File: config.mk
export PLATFORM = sky130hd
export DESIGN_NAME = rfc5987_ext_value_decoder_unit
export DESIGN_NICKNAME = d
export VERILOG_FILES = /design/src/hw/rtl/rfc5987_pkg.sv /design/src/hw/rtl/rfc5987_ext_value_decoder_unit.sv
export SDC_FILE = /design/constraint.sdc
export NUM_CORES = 1
export LEC_CHECK = 0
export ABC_AREA = 0
export BUFFER_PORTS_ARGS = -buffer_cell sky130_fd_sc_hd__buf_2
export CORE_MARGIN = 8
export CORE_UTILIZATION = 61
export CTS_CLUSTER_SIZE = 25
export DETAILED_ROUTE_END_ITERATION = 10
export PLACE_DENSITY = 0.86
export SYNTH_ARGS = -nofsm -noshare
export SYNTH_HDL_FRONTEND = slang
export SYNTH_SLANG_ARGS = --single-unit
File: constraint.sdc
create_clock -name clk -period 4.64 [get_ports clk]
set_clock_uncertainty 0.05 [all_clocks]
set_input_delay 0.232 -clock clk [delete_from_list [all_inputs] [get_ports clk]]
set_output_delay 0.232 -clock clk [all_outputs]
set_load 0.01 [all_outputs]
File: src/hw/rtl/rfc5987_pkg.sv
// Package for the RFC 5987 ext-value decoder: codes, label tables and helpers.
`timescale 1ns / 1ps

package rfc5987_pkg;

  // Parse phase of the ext-value text
  typedef enum logic [1:0] {
    PH_CHARSET = 2'd0,
    PH_LANG    = 2'd1,
    PH_VALUE   = 2'd2
  } phase_t;

  // Percent-escape progress
  typedef enum logic [1:0] {
    ESC_NONE = 2'd0,
    ESC_HI   = 2'd1,
    ESC_LO   = 2'd2,
    ESC_BAD  = 2'd3
  } esc_t;

  // Final status codes
  typedef enum logic [2:0] {
    ST_OK      = 3'd0,
    ST_MISSING = 3'd1,
    ST_EXTRA   = 3'd2,
    ST_CHARSET = 3'd3,
    ST_ESCAPE  = 3'd4,
    ST_CONTROL = 3'd5
  } status_t;

  // Sticky error flag bit positions
  localparam int unsigned FL_MISSING = 0;
  localparam int unsigned FL_EXTRA   = 1;
  localparam int unsigned FL_CHARSET = 2;
  localparam int unsigned FL_ESCAPE  = 3;
  localparam int unsigned FL_CONTROL = 4;
  localparam int unsigned FL_W       = 5;

  localparam int unsigned UTF8_LEN   = 5;
  localparam int unsigned LATIN1_LEN = 10;

  // Result buffer entries
  localparam int unsigned DEPTH = 4;

  localparam logic [7:0] CH_QUOTE   = 8'h27;
  localparam logic [7:0] CH_PERCENT = 8'h25;
  localparam logic [7:0] LEAD_BASE  = 8'hC0;
  localparam logic [7:0] CONT_BASE  = 8'h80;
  localparam logic [7:0] LOW6_MASK  = 8'h3F;

  // One result beat
  typedef struct packed {
    logic [7:0] data;
    logic       bvalid;
    logic       last;
    status_t    status;
  } item_t;

  // "utf-8", position by position
  function automatic logic [7:0] utf8_char(input logic [3:0] pos);
    logic [7:0] c;
    case (pos)
      4'd0:    c = 8'h75;
      4'd1:    c = 8'h74;
      4'd2:    c = 8'h66;
      4'd3:    c = 8'h2D;
      4'd4:    c = 8'h38;
      default: c = 8'h00;
    endcase
    return c;
  endfunction

  // "iso-8859-1", position by position
  function automatic logic [7:0] latin1_char(input logic [3:0] pos);
    logic [7:0] c;
    case (pos)
      4'd0:    c = 8'h69;
      4'd1:    c = 8'h73;
      4'd2:    c = 8'h6F;
      4'd3:    c = 8'h2D;
      4'd4:    c = 8'h38;
      4'd5:    c = 8'h38;
      4'd6:    c = 8'h35;
      4'd7:    c = 8'h39;
      4'd8:    c = 8'h2D;
      4'd9:    c = 8'h31;
      default: c = 8'h00;
    endcase
    return c;
  endfunction

  function automatic logic [7:0] lower_ascii(input logic [7:0] c);
    logic [7:0] r;
    r = c;
    if (c inside {[8'h41:8'h5A]}) r = c + 8'd32;
    return r;
  endfunction

  // Returns {valid, nibble}
  function automatic logic [4:0] hex_digit(input logic [7:0] c);
    logic [4:0] r;
    r = 5'd0;
    if (c inside {[8'h30:8'h39]}) r = {1'b1, 4'(c - 8'h30)};
    else if (c inside {[8'h61:8'h66]}) r = {1'b1, 4'(c - 8'h57)};
    else if (c inside {[8'h41:8'h46]}) r = {1'b1, 4'(c - 8'h37)};
    return r;
  endfunction

endpackage

File: src/hw/rtl/rfc5987_ext_value_decoder_unit.sv
// Top level of the RFC 5987 ext-value decoder: parser state and result buffer.
`timescale 1ns / 1ps

// Streaming decoder for an RFC 5987 ext-value (charset'language'value).
// Input channel in_*: one text byte per beat, in_tlast on the final byte.
// Output channel out_*: decoded bytes (out_tuser = 1) in order, then one
// status beat (out_tuser = 0, out_tlast = 1) per value; a nonzero status
// means the bytes already sent for that value are to be dropped.
// An accepted byte is parsed in the cycle it is taken and its results are
// written into a four-entry result buffer; being registered, a result
// reaches out_* no earlier than the cycle after its byte is taken.
// in_tready is high while the buffer holds at most one beat, so with the
// receiver ready one input byte is taken every cycle while each byte makes
// a single beat. A byte makes up to three beats (a Latin-1 high octet gives
// two, the last byte adds status); the output port drains one beat a cycle
// while out_tready is high, so in_tready is low while the extra beats
// drain; this is set by the single output port.
// Reset (rst_n low, synchronous) empties the buffer and returns the parser
// to the charset phase. When the receiver stalls, the buffer fills and
// in_tready drops; no beat is lost or repeated.
module rfc5987_ext_value_decoder_unit
  import rfc5987_pkg::*;
(
  input  logic        clk,
  input  logic        rst_n,
  input  logic        in_tvalid,
  output logic        in_tready,
  input  logic [7:0]  in_tdata,   // [7:0] in_byte
  input  logic        in_tlast,   // in_last
  output logic        out_tvalid,
  input  logic        out_tready,
  output logic [15:0] out_tdata,  // [7:0] out_byte, [10:8] status, [15:11] zero
  output logic        out_tuser,  // byte_valid
  output logic        out_tlast   // is_last
);

  // Parser state
  phase_t          phase_r, phase_nxt;
  logic [1:0]      qcnt_r, qcnt_nxt;
  logic [3:0]      lpos_r, lpos_nxt;
  logic            utf8_r, utf8_nxt;
  logic            latin1_r, latin1_nxt;
  esc_t            esc_r, esc_nxt;
  logic [3:0]      hnib_r, hnib_nxt;
  logic [FL_W-1:0] flags_r, flags_nxt;

  // Result buffer
  item_t      buf_r [DEPTH];
  logic [1:0] wr_ptr_r, rd_ptr_r;
  logic [2:0] cnt_r;

  item_t      items [3];
  logic [1:0] n_items;
  logic       in_acc, out_acc;

  assign in_acc  = in_tvalid && in_tready;
  assign out_acc = out_tvalid && out_tready;
  assign in_tready = (cnt_r <= 3'd1);

  // Per-byte parse: next state and up to three result beats
  always_comb begin
    logic [7:0] lc;
    logic [4:0] hx;
    logic       emit;
    logic [7:0] oct;
    status_t    st;
    lc = lower_ascii(in_tdata);
    hx = hex_digit(in_tdata);
    emit = 1'b0;
    oct = in_tdata;
    st = ST_OK;
    phase_nxt = phase_r;
    qcnt_nxt = qcnt_r;
    lpos_nxt = lpos_r;
    utf8_nxt = utf8_r;
    latin1_nxt = latin1_r;
    esc_nxt = esc_r;
    hnib_nxt = hnib_r;
    flags_nxt = flags_r;
    n_items = 2'd0;
    for (int i = 0; i < 3; i++) begin
      items[i] = '{data: 8'd0, bvalid: 1'b0, last: 1'b0, status: ST_OK};
    end

    if (in_tdata == CH_QUOTE) begin
      // quote: closes charset, then language, else an extra quote
      if (qcnt_r == 2'd0) begin
        utf8_nxt = utf8_r && (lpos_r == 4'(UTF8_LEN));
        latin1_nxt = latin1_r && (lpos_r == 4'(LATIN1_LEN));
        if (!utf8_nxt && !latin1_nxt) flags_nxt[FL_CHARSET] = 1'b1;
        phase_nxt = PH_LANG;
      end else if (qcnt_r == 2'd1) begin
        phase_nxt = PH_VALUE;
      end else begin
        flags_nxt[FL_EXTRA] = 1'b1;
      end
      if (qcnt_r != 2'd3) qcnt_nxt = qcnt_r + 2'd1;
    end else if (phase_r == PH_CHARSET) begin
      // label match, case-folded
      if (lpos_r >= 4'(UTF8_LEN) || utf8_char(lpos_r) != lc) utf8_nxt = 1'b0;
      if (lpos_r >= 4'(LATIN1_LEN) || latin1_char(lpos_r) != lc) latin1_nxt = 1'b0;
      if (lpos_r != 4'd15) lpos_nxt = lpos_r + 4'd1;
    end else if (phase_r == PH_VALUE) begin
      // percent decoding
      case (esc_r)
        ESC_NONE: begin
          if (in_tdata == CH_PERCENT) esc_nxt = ESC_HI;
          else emit = 1'b1;
        end
        ESC_HI: begin
          if (!hx[4]) begin
            flags_nxt[FL_ESCAPE] = 1'b1;
            esc_nxt = ESC_BAD;
          end else begin
            hnib_nxt = hx[3:0];
            esc_nxt = ESC_LO;
          end
        end
        ESC_LO: begin
          if (!hx[4]) flags_nxt[FL_ESCAPE] = 1'b1;
          else begin
            emit = 1'b1;
            oct = {hnib_r, hx[3:0]};
          end
          esc_nxt = ESC_NONE;
        end
        default: begin
          if (!hx[4]) flags_nxt[FL_ESCAPE] = 1'b1;
          esc_nxt = ESC_NONE;
        end
      endcase
    end

    // octet out, widened to two bytes under Latin-1 when its top bit is set
    if (emit) begin
      if (latin1_r && oct[7]) begin
        items[0].data = LEAD_BASE | {6'd0, oct[7:6]};
        items[0].bvalid = 1'b1;
        items[1].data = CONT_BASE | (oct & LOW6_MASK);
        items[1].bvalid = 1'b1;
        n_items = 2'd2;
      end else begin
        if (oct == 8'h0D || oct == 8'h0A || oct == 8'h00) flags_nxt[FL_CONTROL] = 1'b1;
        items[0].data = oct;
        items[0].bvalid = 1'b1;
        n_items = 2'd1;
      end
    end

    // end of value: status beat and state back to reset values
    if (in_tlast) begin
      if (qcnt_nxt < 2'd2) flags_nxt[FL_MISSING] = 1'b1;
      if (esc_nxt != ESC_NONE) flags_nxt[FL_ESCAPE] = 1'b1;
      if (flags_nxt[FL_MISSING]) st = ST_MISSING;
      else if (flags_nxt[FL_EXTRA]) st = ST_EXTRA;
      else if (flags_nxt[FL_CHARSET]) st = ST_CHARSET;
      else if (flags_nxt[FL_ESCAPE]) st = ST_ESCAPE;
      else if (flags_nxt[FL_CONTROL]) st = ST_CONTROL;
      items[n_items] = '{data: 8'd0, bvalid: 1'b0, last: 1'b1, status: st};
      n_items = n_items + 2'd1;
      phase_nxt = PH_CHARSET;
      qcnt_nxt = 2'd0;
      lpos_nxt = 4'd0;
      utf8_nxt = 1'b1;
      latin1_nxt = 1'b1;
      esc_nxt = ESC_NONE;
      hnib_nxt = 4'd0;
      flags_nxt = '0;
    end
  end

  // Parser state register
  always_ff @(posedge clk) begin
    if (!rst_n) begin
      phase_r <= PH_CHARSET;
      qcnt_r <= 2'd0;
      lpos_r <= 4'd0;
      utf8_r <= 1'b1;
      latin1_r <= 1'b1;
      esc_r <= ESC_NONE;
      hnib_r <= 4'd0;
      flags_r <= '0;
    end else if (in_acc) begin
      phase_r <= phase_nxt;
      qcnt_r <= qcnt_nxt;
      lpos_r <= lpos_nxt;
      utf8_r <= utf8_nxt;
      latin1_r <= latin1_nxt;
      esc_r <= esc_nxt;
      hnib_r <= hnib_nxt;
      flags_r <= flags_nxt;
    end
  end

  // Result buffer pointers and fill count
  always_ff @(posedge clk) begin
    if (!rst_n) begin
      wr_ptr_r <= 2'd0;
      rd_ptr_r <= 2'd0;
      cnt_r <= 3'd0;
    end else begin
      if (in_acc) wr_ptr_r <= wr_ptr_r + n_items;
      if (out_acc) rd_ptr_r <= rd_ptr_r + 2'd1;
      cnt_r <= cnt_r + (in_acc ? {1'b0, n_items} : 3'd0) - {2'd0, out_acc};
    end
  end

  // Result buffer payload
  always_ff @(posedge clk) begin
    if (in_acc) begin
      for (int i = 0; i < 3; i++) begin
        if (2'(i) < n_items) buf_r[wr_ptr_r + 2'(i)] <= items[i];
      end
    end
  end

  // Output beat
  assign out_tvalid = (cnt_r != 3'd0);
  assign out_tdata  = {5'd0, buf_r[rd_ptr_r].status, buf_r[rd_ptr_r].data};
  assign out_tuser  = buf_r[rd_ptr_r].bvalid;
  assign out_tlast  = buf_r[rd_ptr_r].last;

`ifndef NO_ASSERTIONS
  a_cnt_bound: assert property (@(posedge clk) disable iff (!rst_n)
    cnt_r <= 3'(DEPTH))
    else $error("result buffer overflow");

  a_last_resets: assert property (@(posedge clk) disable iff (!rst_n)
    in_acc && in_tlast |=> phase_r == PH_CHARSET && esc_r == ESC_NONE && flags_r == '0)
    else $error("parser state not cleared after final byte");

  a_status_beat: assert property (@(posedge clk) disable iff (!rst_n)
    out_tvalid && out_tlast |-> !out_tuser && out_tdata[7:0] == 8'd0)
    else $error("status beat carries data");

  a_data_beat: assert property (@(posedge clk) disable iff (!rst_n)
    out_tvalid && !out_tlast |-> out_tuser && out_tdata[10:8] == ST_OK)
    else $error("data beat carries status");

  a_no_emit_early: assert property (@(posedge clk) disable iff (!rst_n)
    in_acc && phase_r != PH_VALUE && !in_tlast |-> n_items == 2'd0)
    else $error("byte emitted before value part");
`endif

endmodule
==> metrics <==
CTS tree=yes; global-route wire length before repair=20860 µm; DR vias=4407; initial antenna violation count=0; status=completed; number of max-cap violations=0; HP Class=in -> reg; Most used DFF post-synth=edfxtp_1; Achievable Freq=258.0 MHz; Detail Placement HPWL=9292 µm; Mean Syn Cell Area=9.788 µm²; Peak VDD IR=0.0002408 V; DP Area=5622 µm²; mapped cell area=5423 µm²; PD cells=356.6 nW/µm²; metal3 WL=751 µm; Clk Latency, worst-skew pair=380 ps; Fin. Hold Viols=0; final setup vio count=0; Residual DRC=0; die width=110.3 µm; # Post-CTS Setup Buffers=0; WP data required=4860 ps; Leak=2.073 nW; Cells after Synth=554; Slew HR=20.01%; wire per inst=18.81 µm; EDFF count, synth=52; Layout area overhead=7.291%; I/O Pins=33; Setup Slack @ Placement=431.0 ps; warnings from Yosys=0; Synth async-reset ratio=0%; ratio of cells with drive above 1 in the final layout=15.48%; CP endpoint kind=flop; Layout Cells excl Fill=683; GRT Overall Usage=21.89%; met2 wire length=6504 µm; Max Slew Vio Count=0; fin crit share=83.53%; Longest Clk Path Bufs=2; unrepaired setup endpoints after global routing=false; fill cell count=672; nets=606; post-route setup slack=764.1 ps; First-pass DRT Iterations=5; Design Area, Final=5818 µm²; Least-Margin Pin Slew=1200 ps; # rows=34; Worst Setup Start Kind=flop; cts hold-fix bufs=0; post-detailed-route count of antenna-violating nets=0; number of global-route vias before repair=4403; cts bufs inserted=9; WL final=12850 µm; post-synthesis register bit count=88; core footprint=8678 µm²; GPL Wtd Cong=0.8711; # diodes=0; final core occ=67.04%; WS Path Type=reg -> reg; register area share after synthesis=42.09%; final worst path period need=3876 ps; total negative slack=0 ps; largest net degree at the start of global routing=25; Synth cell types=71; dpl cells=667; max layer used=met4; CP max FO=10; Die Area=12160 µm²; minimum hold slack=179.4 ps; initial cell density of the core=62.49%; H-tree level count=3; grt total ovfl=0; Pwr Total=2.075 mW; clock slew at reported path FFs=100 ps; Root Buffer=clkbuf_8; I/O Buffers=27; clk sink count=88; Die Y=110.3 µm; post_cts resized=0; DRT met1 WL=5118 µm; Worst Path Arrival=4100 ps; Vias/cell=6.452; Initial DRC Count=337
final timing paths:
path	startpoint	endpoint	slack [ps]	cells past startpoint
worst max register to register	esc_r[1]$_SDFFE_PN0P_	cnt_r[2]$_SDFF_PN0_	760	15
worst max-delay path	esc_r[1]$_SDFFE_PN0P_	cnt_r[2]$_SDFF_PN0_	760	15
worst min-delay path	rst_n	latin1_r$_SDFFE_PN1P_	180	2
worst min register to register	hnib_r[0]$_SDFFE_PN0P_	hnib_r[0]$_SDFFE_PN0P_	440	2
layout by cell type, fill, tap and decap left out, types with 6 or more instances in the layout:
cell,n
a21boi_0,10
a21oi_1,27
a22oi_1,8
a31oi_1,11
and2_1,9
buf_2,27
buf_4,9
clkbuf_8,9
dfxtp_1,36
edfxtp_1,52
ha_1,22
inv_1,20
mux2i_1,12
mux4_2,13
nand2_1,40
nand3_1,7
nor2_1,65
nor2b_1,6
nor3_1,37
o21ai_0,18
or3_1,11
xnor2_1,17
xor2_1,8
worst max-delay path, stage by stage (launching register included):
cell	delay, ps
dfxtp_1	520
nor4bb_1	670
or3b_2	570
nand2_1	150
nor2_1	70
nor2_1	150
xnor2_1	160
nand2_1	80
ha_1	300
inv_1	70
ha_1	140
inv_1	50
fa_1	380
xor2_1	160
xnor2_1	120
and2_1	150
per-layer routing:
| metal | up-vias | GRT usage (%) |
|---|---|---|
| met5 | - | 0 |
| li1 | 2054 | - |
| met3 | 43 | 4.826 |
| met1 | 2150 | 24.28 |
| met2 | 160 | 38.81 |
| met4 | 0 | 10.66 |
layout make-up:
type | count | area, µm² | share of cell area, %
inverters | 20 | 75.07 | 1.290
well taps | 108 | 135.1 | 2.323
flip-flops and latches | 88 | 2282 | 39.23
multi-input cells | 415 | 2927 | 50.30
clock inverters | 7 | 72.57 | 1.247
clock buffers | 9 | 123.9 | 2.129
repair buffers | 36 | 202.7 | 3.484
where the power goes:
| group | leakage [nW] | internal, mW | switching (mW) | total, mW |
|---|---|---|---|---|
| sequential | 0.772 | 0.883 | 0.0689 | 0.951 |
| clock | 0.0966 | 0.210 | 0.327 | 0.537 |
| combinational | 1.20 | 0.261 | 0.325 | 0.587 |
| total | 2.07 | 1.35 | 0.721 | 2.07 |
cell families after synthesis:
family                     Yosys count  share of synthesized area [%]
and+or+nand+nor                    219                          20.65
AOI/OAI and AO/OA                  116                          15.04
DFF                                 88                          42.09
buffers and inverters               55                          4.638
muxes                               27                          8.030
xor gates and xnor gates            25                          4.038
adders and majority gates           23                          5.445
other                                1                        0.06915
synth_stat cells, types with 3 or more instances:
| library cell | instances | share of area [%] |
|---|---|---|
| o21ai_1 | 4 | 0.37 |
| or3_1 | 11 | 1.3 |
| ha_1 | 22 | 5.1 |
| buf_2 | 6 | 0.55 |
| and2_1 | 9 | 1.0 |
| dfxtp_1 | 36 | 13 |
| nand2b_1 | 4 | 0.46 |
| nor3_1 | 37 | 3.4 |
| mux2i_1 | 12 | 2.2 |
| edfxtp_1 | 52 | 29 |
| nor2_1 | 65 | 4.5 |
| nor4_1 | 4 | 0.46 |
| a221oi_1 | 3 | 0.48 |
| nor2b_1 | 6 | 0.69 |
| o31ai_1 | 4 | 0.55 |
| nand3_1 | 7 | 0.65 |
| xnor2_1 | 17 | 2.7 |
| a31oi_1 | 11 | 1.3 |
| inv_1 | 20 | 1.4 |
| a21oi_1 | 27 | 2.5 |
| nand4_1 | 4 | 0.46 |
| buf_4 | 8 | 1.1 |
| o32ai_1 | 3 | 0.48 |
| or4_1 | 3 | 0.42 |
| or2_2 | 5 | 0.58 |
| a21o_1 | 3 | 0.42 |
| nand2_1 | 40 | 2.8 |
| a22oi_1 | 8 | 1.1 |
| nor3b_1 | 4 | 0.55 |
| a21boi_0 | 10 | 1.4 |
| o211ai_1 | 3 | 0.42 |
| clkbuf_1 | 18 | 1.2 |
| nand4b_1 | 3 | 0.48 |
| xor2_1 | 8 | 1.3 |
| mux4_2 | 13 | 5.4 |
| o21ai_0 | 19 | 1.8 |
No activity file was read; power rests on OpenSTA's default activity.
